==> src/sv/spbf_pkg.sv <==
// Shared types and constants for the spectrum peak bin finder.
`default_nettype none

package spbf_pkg;

    localparam int FRAME_POINTS_DEF = 1024;

    localparam int BIN_W      = 16;
    localparam int IDX_W      = 9;
    localparam int FREQ_W     = 15;
    localparam int PRE_W      = 7;
    localparam int SQ_W       = 31;
    localparam int MAG_W      = 32;
    localparam int FREQ_SCALE = 36;
    localparam int PRE_RESET  = 36;
    localparam int DIV_STEPS  = FREQ_W;
    localparam int STEP_W     = $clog2(DIV_STEPS);

    typedef struct packed {
        logic signed [BIN_W-1:0] bin_real;
        logic signed [BIN_W-1:0] bin_imag;
        logic                    last_bin;
    } t_bin_in;

    typedef struct packed {
        logic [IDX_W-1:0]  peak_bin;
        logic [FREQ_W-1:0] peak_frequency;
    } t_peak_out;

    // controller -> datapath commands
    typedef struct packed {
        logic bin_take;
        logic load;
        logic div_step;
        logic cfg_we;
    } t_dp_cmd;

endpackage

`default_nettype wire

==> src/sv/spbf_ctrl.sv <==
// Sequencer for the peak bin finder: bin intake, end-of-frame divide, result strobe.
`default_nettype none

module spbf_ctrl
    import spbf_pkg::*;
(
    input  wire logic    i_clk,
    input  wire logic    i_rst_n,
    input  wire logic    i_start,
    input  wire logic    i_last,
    input  wire logic    i_cfg_valid,
    output t_dp_cmd      o_cmd,
    output logic         o_busy,
    output logic         o_cfg_ready,
    output logic         o_done
);

    localparam logic [2:0] S_IDLE  = 3'd0;
    localparam logic [2:0] S_FLUSH = 3'd1;
    localparam logic [2:0] S_LOAD  = 3'd2;
    localparam logic [2:0] S_DIV   = 3'd3;
    localparam logic [2:0] S_DONE  = 3'd4;

    logic [2:0]        r_state, n_state;
    logic [STEP_W-1:0] r_step, n_step;

    always_comb begin
        n_state = r_state;
        n_step  = r_step;
        unique case (r_state)
            S_IDLE: begin
                if (i_start && i_last) begin
                    n_state = S_FLUSH;
                end
            end
            S_FLUSH: n_state = S_LOAD;
            S_LOAD: begin
                n_state = S_DIV;
                n_step  = '0;
            end
            S_DIV: begin
                if (r_step == STEP_W'(DIV_STEPS - 1)) begin
                    n_state = S_DONE;
                end else begin
                    n_step = r_step + 1'b1;
                end
            end
            S_DONE:  n_state = S_IDLE;
            default: n_state = S_IDLE;
        endcase
    end

    always_ff @(posedge i_clk) begin
        if (!i_rst_n) begin
            r_state <= S_IDLE;
            r_step  <= '0;
        end else begin
            r_state <= n_state;
            r_step  <= n_step;
        end
    end

    always_comb begin
        o_busy          = (r_state != S_IDLE);
        o_cfg_ready     = (r_state == S_IDLE);
        o_done          = (r_state == S_DONE);
        o_cmd.bin_take  = (r_state == S_IDLE) && i_start;
        o_cmd.load      = (r_state == S_LOAD);
        o_cmd.div_step  = (r_state == S_DIV);
        o_cmd.cfg_we    = (r_state == S_IDLE) && i_cfg_valid;
    end

endmodule

`default_nettype wire

==> src/sv/spbf_dp.sv <==
// Datapath: bin counter, magnitude pipe, running peak, prescaler and shift divider.
`default_nettype none

module spbf_dp
    import spbf_pkg::*;
#(
    parameter int FRAME_POINTS = FRAME_POINTS_DEF
) (
    input  wire logic             i_clk,
    input  wire logic             i_rst_n,
    input  wire t_dp_cmd          i_cmd,
    input  wire t_bin_in          i_bin,
    input  wire logic [PRE_W-1:0] i_cfg_data,
    output t_peak_out             o_peak
);

    localparam int CNT_W = $clog2(FRAME_POINTS + 1);
    localparam int HALF  = FRAME_POINTS / 2;

    logic [CNT_W-1:0]  r_cnt;
    logic              r_s1_valid;
    logic [SQ_W-1:0]   r_sq_re, r_sq_im;
    logic [IDX_W-1:0]  r_s1_idx;
    logic [MAG_W-1:0]  r_best_mag;
    logic [IDX_W-1:0]  r_best_idx;
    logic [PRE_W-1:0]  r_pre;
    logic [PRE_W-1:0]  r_div;
    logic [PRE_W-1:0]  r_rem;
    logic [FREQ_W-1:0] r_dvd;
    logic [IDX_W-1:0]  r_peak_bin;

    logic                      w_in_win;
    logic signed [2*BIN_W-1:0] w_pr_re, w_pr_im;
    logic [MAG_W-1:0]          w_mag;
    logic [PRE_W:0]            w_rem_sh;
    logic                      w_ge;

    assign w_in_win = (r_cnt >= CNT_W'(1)) && (r_cnt < CNT_W'(HALF));
    assign w_pr_re  = i_bin.bin_real * i_bin.bin_real;
    assign w_pr_im  = i_bin.bin_imag * i_bin.bin_imag;
    assign w_mag    = {1'b0, r_sq_re} + {1'b0, r_sq_im};
    assign w_rem_sh = {r_rem, r_dvd[FREQ_W-1]};
    assign w_ge     = (w_rem_sh >= {1'b0, r_div});

    // frame counter, saturates at the frame length
    always_ff @(posedge i_clk) begin
        if (!i_rst_n) begin
            r_cnt <= '0;
        end else if (i_cmd.bin_take) begin
            if (i_bin.last_bin) begin
                r_cnt <= '0;
            end else if (r_cnt != CNT_W'(FRAME_POINTS)) begin
                r_cnt <= r_cnt + 1'b1;
            end
        end
    end

    // stage 1: squares
    always_ff @(posedge i_clk) begin
        if (!i_rst_n) begin
            r_s1_valid <= 1'b0;
        end else begin
            r_s1_valid <= i_cmd.bin_take && w_in_win;
        end
    end

    always_ff @(posedge i_clk) begin
        if (i_cmd.bin_take) begin
            r_sq_re  <= w_pr_re[SQ_W-1:0];
            r_sq_im  <= w_pr_im[SQ_W-1:0];
            r_s1_idx <= IDX_W'(r_cnt);
        end
    end

    // stage 2: sum and compare, strictly larger wins
    always_ff @(posedge i_clk) begin
        if (!i_rst_n) begin
            r_best_mag <= '0;
            r_best_idx <= '0;
        end else if (i_cmd.load) begin
            r_best_mag <= '0;
            r_best_idx <= '0;
        end else if (r_s1_valid && (w_mag > r_best_mag)) begin
            r_best_mag <= w_mag;
            r_best_idx <= r_s1_idx;
        end
    end

    always_ff @(posedge i_clk) begin
        if (!i_rst_n) begin
            r_pre <= PRE_W'(PRE_RESET);
        end else if (i_cmd.cfg_we) begin
            r_pre <= i_cfg_data;
        end
    end

    // restoring divider, one quotient bit per step
    always_ff @(posedge i_clk) begin
        if (i_cmd.load) begin
            r_dvd      <= FREQ_W'(r_best_idx) * FREQ_W'(FREQ_SCALE);
            r_rem      <= '0;
            r_div      <= (r_pre == '0) ? PRE_W'(1) : r_pre;
            r_peak_bin <= r_best_idx;
        end else if (i_cmd.div_step) begin
            r_dvd <= {r_dvd[FREQ_W-2:0], w_ge};
            r_rem <= w_ge ? PRE_W'(w_rem_sh - {1'b0, r_div}) : PRE_W'(w_rem_sh);
        end
    end

    always_comb begin
        o_peak.peak_bin       = r_peak_bin;
        o_peak.peak_frequency = r_dvd;
    end

endmodule

`default_nettype wire

==> src/sv/spectrum_peak_bin_finder.sv <==
// Top level of the spectrum peak bin finder: controller plus datapath.
// Bins are taken one per cycle; busy stays low through the body of a frame.
// The last bin of a frame raises busy through a flush state that finishes its compare,
// then the divider load, the bit-serial divide and the result strobe.
// o_done pulses for one cycle.
// Synchronous active-low reset clears counter, peak and state; prescaler goes to 36.
`default_nettype none

module spectrum_peak_bin_finder
    import spbf_pkg::*;
#(
    parameter int FRAME_POINTS = FRAME_POINTS_DEF
) (
    input  wire logic             i_clk,
    input  wire logic             i_rst_n,
    // bin channel: transaction when start is high and busy is low
    input  wire logic             start,
    output logic                  busy,
    input  wire t_bin_in          i_bin,
    // result: valid for exactly the cycle o_done is high, no back-pressure
    output logic                  o_done,
    output t_peak_out             o_peak,
    // prescaler write channel
    input  wire logic             i_cfg_valid,
    output logic                  o_cfg_ready,
    input  wire logic [PRE_W-1:0] i_cfg_data
);

    t_dp_cmd w_cmd;

    // controller owns sequencing: which cycle takes a bin, loads or steps the divider
    spbf_ctrl u_ctrl (
        .i_clk       (i_clk),
        .i_rst_n     (i_rst_n),
        .i_start     (start),
        .i_last      (i_bin.last_bin),
        .i_cfg_valid (i_cfg_valid),
        .o_cmd       (w_cmd),
        .o_busy      (busy),
        .o_cfg_ready (o_cfg_ready),
        .o_done      (o_done)
    );

    // datapath: window check, squared magnitude (two stages), peak hold, divider
    spbf_dp #(
        .FRAME_POINTS (FRAME_POINTS)
    ) u_dp (
        .i_clk      (i_clk),
        .i_rst_n    (i_rst_n),
        .i_cmd      (w_cmd),
        .i_bin      (i_bin),
        .i_cfg_data (i_cfg_data),
        .o_peak     (o_peak)
    );

endmodule

`default_nettype wire
==> config.mk <==
export PLATFORM = sky130hd
export DESIGN_NAME = spectrum_peak_bin_finder
export DESIGN_NICKNAME = d
export VERILOG_FILES = /design/src/sv/spbf_pkg.sv /design/src/sv/spbf_ctrl.sv /design/src/sv/spbf_dp.sv /design/src/sv/spectrum_peak_bin_finder.sv
export SDC_FILE = /design/constraint.sdc
export NUM_CORES = 2
export LEC_CHECK = 0
export ABC_AREA = 1
export BUFFER_PORTS_ARGS = -buffer_cell sky130_fd_sc_hd__buf_4
export CAP_MARGIN = 20
export CORE_MARGIN = 1
export CORE_UTILIZATION = 55
export CTS_CLUSTER_SIZE = 12
export DETAILED_ROUTE_END_ITERATION = 10
export GPL_TIMING_DRIVEN = 0
export PLACE_DENSITY = 0.79
export SKIP_CTS_REPAIR_TIMING = 1
export SYNTH_ARGS = -nofsm -noshare
export SYNTH_HDL_FRONTEND = slang
export SYNTH_SLANG_ARGS = --single-unit
==> constraint.sdc <==
create_clock -name i_clk -period 6.14 [get_ports i_clk]
set_clock_uncertainty 0.05 [all_clocks]
set_input_delay 0.307 -clock i_clk [delete_from_list [all_inputs] [get_ports i_clk]]
set_output_delay 0.307 -clock i_clk [all_outputs]
set_load 0.005 [all_outputs]
Word level (Yosys, flattened, before mapping)
Index checks and enable logic that the tools add are counted.
- equal/unequal tests: 9
- $mul: 3
- shift operators: 0
- muxes and demuxes: 10
- divide/modulo/power cells: 0
- bitwise gates (word level): 1
- reductions and logical operators: 15
- add/sub/neg operators: 4
- order comparisons: 4
- operators with widths (cell ; count):
    multiplier 16 x 16 -> 31 bit ; 2
    adder 31 x 31 -> 32 bit ; 1
    > comparator 32 bit ; 1
    2-to-1 mux 15 bit ; 2
    2-to-1 mux 11 bit ; 2
    multiplier 9 x 4 -> 13 bit, second input constant ; 1
    case mux 3 bit (4 select lines) ; 1
    adder 11 x 1 -> 11 bit, second input constant ; 1
    greater-or-equal comparator 11 x 1 -> 1 bit, second input constant ; 1
    < comparator 11 x 10 -> 1 bit, second input constant ; 1
    != test 11 bit, second input constant ; 1
    greater-or-equal comparator 8 x 7 -> 1 bit ; 1
    case mux 4 bit (2 select lines) ; 1
    logical NOT 7 bit ; 1
    2-to-1 mux 7 bit ; 1
    subtractor 7 bit ; 1
    equality test 3 x 2 -> 1 bit, second input constant ; 2
    logical AND 1 bit ; 6
    2-to-1 mux 3 bit ; 2
    AND reduction 2 bit ; 3
    adder 4 x 1 -> 4 bit, second input constant ; 1
    equality test 4 bit, second input constant ; 1
    2-to-1 mux 4 bit ; 1
    != test 2 bit, second input constant ; 2
    8 further kinds ; 9
- bits in registers: 176
- bits in latches: 0
- output and inout port bits: 27
- memories kept: 0
- input bits: 44
- bits in writable memories: 0
- logic and storage cells: 61
- memory bits (read-only): 0

Longest topological paths before layout
- word-level depth: 3
- mapped depth: 28
- mapped depth without buffers: 26

Hierarchy
From an unflattened synthesis, not the netlist that was laid out.
- cell total of the unflattened synthesis: 3512
- area total of the unflattened synthesis: 28195.8 µm²
- by module, submodules not included (module ; area an instance (µm²) ; sequential area each (µm²) ; instances ; cells an instance):
    spbf_dp ; 27790.4 ; 4324.1 ; 1 ; 3452
    spbf_ctrl ; 405.4 ; 140.1 ; 1 ; 60

Worst setup path before layout
No wires, ideal clock.
- path kind: input port to flip-flop
- start: input port i_bin[18] (netlist name)
- end: register u_dp.r_sq_re[30] (data pin)
- path slack: 0.241 ns
- stages on the path: 26
- data required time: 5.837 ns
- library setup time: 0.253 ns
- buffers on the path: 2
- arrival: 5.596 ns
- cells stage by stage: clkbuf_1 -> clkbuf_1 -> nand2_1 -> inv_1 -> fa_1 -> inv_1 -> fa_1 -> inv_1 -> fa_1 -> inv_1 -> fa_1 -> inv_1 -> fa_1 -> inv_1 -> fa_1 -> inv_1 -> ha_1 -> nand2_1 -> nor3_1 -> nand2_1 -> nor3_1 -> nand2_1 -> nand2_1 -> inv_1 -> nand2_1 -> nand2_1
- word-level cells in the longest chain between the ends: 1
- ends and longest elaborated chain (element ; RTL line ; text):
    start, declared ; spectrum_peak_bin_finder.sv:19 ; input wire t_bin_in i_bin,
    multiplier 16 x 16 -> 31 bit ; spbf_dp.sv:39 ; assign w_pr_re = i_bin.bin_real * i_bin.bin_real;
    via u_dp.w_pr_re[30] ; spbf_dp.sv:33 ; logic signed [2*BIN_W-1:0] w_pr_re, w_pr_im;
    end signal, assigned ; spbf_dp.sv:69 ; r_sq_re <= w_pr_re[SQ_W-1:0];
    end, declared ; spbf_dp.sv:22 ; logic [SQ_W-1:0] r_sq_re, r_sq_im;
The timed path passes the listed nets, and every way through them passes these cells.
A chain may end at the register's enable or synchronous reset.

Final worst setup path
Ends and elaborated chain as after synthesis.

==> run summary <==
Ys async rst share - 0
Top-count cell post-synth - inv_1
Crit-path max FO - 10
Post-synth EDFFs - 98
Final core occ - 0.598
Clk buf depth - 2
Port Buf Inserts - 56
Startpoint types - input pin
Std-Cell Rows - 82
Rel. slew slack - 0.539
P&R area growth vs syn - 6.81%
Synthesized area - 28300 um^2
GP Congestion - 0.958
Total grt overflow - 0
Synth area leaders - fa_1 (33%), inv_1 (13%), ha_1 (12%)
Skew-Pair Late Insertion Delay - 0.44 ns
Outcome - finished, final reports clean
Final setup viols - 0
Share of cells above drive strength 1 - 0.0471
I/O pins - 71
Seq/Total Area, Yosys - 0.158
Clock sink count - 174
Synth cell count leaders - inv_1 (955), nand2_1 (733), fa_1 (460)
Final worst path period share - 0.969
Worst hold path class - input pin to flip-flop
All-Layer GR Usage - 0.257
Crit. End Element - flip-flop
First-pass GRT wire length - 109 mm
Setup ws final - 0.190 ns
H-Tree Depth - 4
Vias in the first global route - 22800
Worst-Margin Slew - 0.692 ns
CTS tree - yes
Worst slack, placed - -0.799 ns
Clock buffer count from CTS - 17
Largest net degree at the start of global routing - 61
Total Wirelength - 63.3 mm
Clock transition at path regs - 0.08 ns
HPWL reported at the end of detailed placement - 54.4 mm
Vias - 22000
WP data arrival - 6.07 ns
Syn Nets - 4276
Initial drt markers - 1493
Top FF cell, synth - edfxtp_1
Fin. Hold Viols - 0
Die X - 229 um
YS warnings - 0
Post-synthesis cell count - 3511
Final Max Tran Viols - 0
Ant diodes - 0
WL/cell - 14.9 um
Antenna-violating nets left - 0
Area of the core - 50500 um^2
Worst Path Required - 6.26 ns
# Max-Cap Violations - 0
Clk root buf - clkbuf_16
Clock period minus worst slack - 5.95 ns
#FFs+latches synth - 174
Initial Util - 0.560
Achievable Freq - 168 MHz
Final nets - 4342
Die area - 52300 um^2
DIE HEIGHT - 229 um
Distinct cell type count after synthesis - 50
Area leader, netlist - fa_1
First-pass DRT Iterations - 5
Share of the synthesized area in the top cell type - 0.326
Residual DRC count - 0
Syn_area_per_cell - 8.05 um^2
Initial antenna violation count - 0
DR vias/cell - 5.17
CP Class - input pin to flip-flop
per-layer routing:
| metal | track usage | routed length [um] |
|---|---|---|
| met3 | 0.0292 | 3920 |
| met2 | 0.437 | 30900 |
| met1 | 0.345 | 26800 |
| met5 | 0 | 0 |
| met4 | 0.0782 | 1680 |
worst max-delay path, stage by stage:
cell and delay, ns:
clkbuf_2 0.20, clkbuf_4 0.26, nand2_1 0.08, inv_1 0.08, fa_2 0.64, inv_1 0.09, fa_2 0.63, inv_2 0.12
fa_1 0.49, inv_1 0.05, fa_1 0.49, inv_1 0.06, fa_1 0.52, inv_1 0.05, fa_1 0.53, inv_1 0.04
ha_1 0.37, nand2_1 0.16, nor3_2 0.19, nand2_1 0.10, nor3_1 0.14, nand2_1 0.11, nand2_1 0.15, inv_1 0.06
nand2_1 0.05, nand2_1 0.10
flip-flops by register name, indices dropped and copies added (netlist names):
signal           cells
u_dp.r_best_mag     32
u_dp.r_sq_im        30
u_dp.r_sq_re        30
u_dp.r_dvd          15
u_dp.r_cnt          11
u_dp.r_best_idx      9
u_dp.r_peak_bin      9
u_dp.r_s1_idx        9
u_dp.r_div           7
u_dp.r_pre           7
u_dp.r_rem           7
u_ctrl.r_step        4
u_ctrl.r_state       3
u_dp.r_s1_valid      1
per-stage QoR:
stage	hold WS (ns)	area, um^2	TNS (ns)	std cells
6_report	0.0167	30200	0	4262
5_1_grt	0.0100	30200	-0.00541	4262
4_1_cts	0.0123	30200	-0.564	4273
3_5_place_dp	0.405	29600	-8.89	4241
3_3_place_gp	0.396	29500	-8.69	4239
2_1_floorplan	0.356	28300	0	3511
worst paths after layout:
| check | from | to | slack [ns] | depth (start not counted) |
|---|---|---|---|---|
| worst min register to register | u_dp.r_pre[0] | u_dp.r_pre[0] | 0.42 | 2 |
| worst min-delay path | i_bin[1] | u_dp.r_sq_im[0] | 0.02 | 1 |
| worst max-delay path | i_bin[18] | u_dp.r_sq_re[30] | 0.19 | 26 |
| worst max register to register | u_dp.r_sq_re[10] | u_dp.r_best_mag[20] | 2.33 | 20 |
cell usage in the layout, fill, tap and decap left out, types with 3 or more instances in the layout:
cell type / n
clkbuf_2: 33
nor2_1: 239
a31oi_1: 6
a21o_1: 14
buf_4: 59
nand4_1: 37
dfxtp_1: 76
fa_2: 4
inv_1: 953
buf_6: 3
clkbuf_16: 18
o21bai_1: 13
a22o_1: 6
inv_2: 3
nor4_1: 6
xor2_1: 73
fa_1: 456
inv_8: 5
nand3b_1: 13
o211ai_1: 4
nand3_1: 94
buf_2: 5
a21oi_1: 142
nor2_2: 3
o21ai_0: 70
edfxtp_1: 98
or2_2: 9
nor3_1: 38
o21a_1: 5
inv_6: 4
xnor2_1: 30
nand2_1: 733
o31ai_1: 4
clkbuf_1: 33
ha_1: 261
a31o_2: 3
a21boi_0: 4
area by class of cell:
| type | count | area, um^2 |
|---|---|---|
| fillers | 4526 | 20300 |
| multi-input cells | 2288 | 19800 |
| flip-flops and latches | 174 | 4460 |
| inverters | 959 | 3600 |
| well taps | 672 | 841 |
| repair buffers | 58 | 463 |
| clock buffers | 18 | 450 |
| plain buffers | 79 | 385 |
| clock inverters | 14 | 141 |
cells by family (layout without fill, tap and decap cells):
group	after synthesis	in the layout	share of synthesized area
compound gates	277	277	0.0551
xor+xnor	103	103	0.0319
fa+ha+maj	721	721	0.441
buf+inv	1049	1128	0.141
flops	174	174	0.158
mux	1	1	0.000398
simple gates	1186	1186	0.173
Power is not shown: default switching activity piles up to over one toggle a cycle in this logic, so the estimate is an artifact.
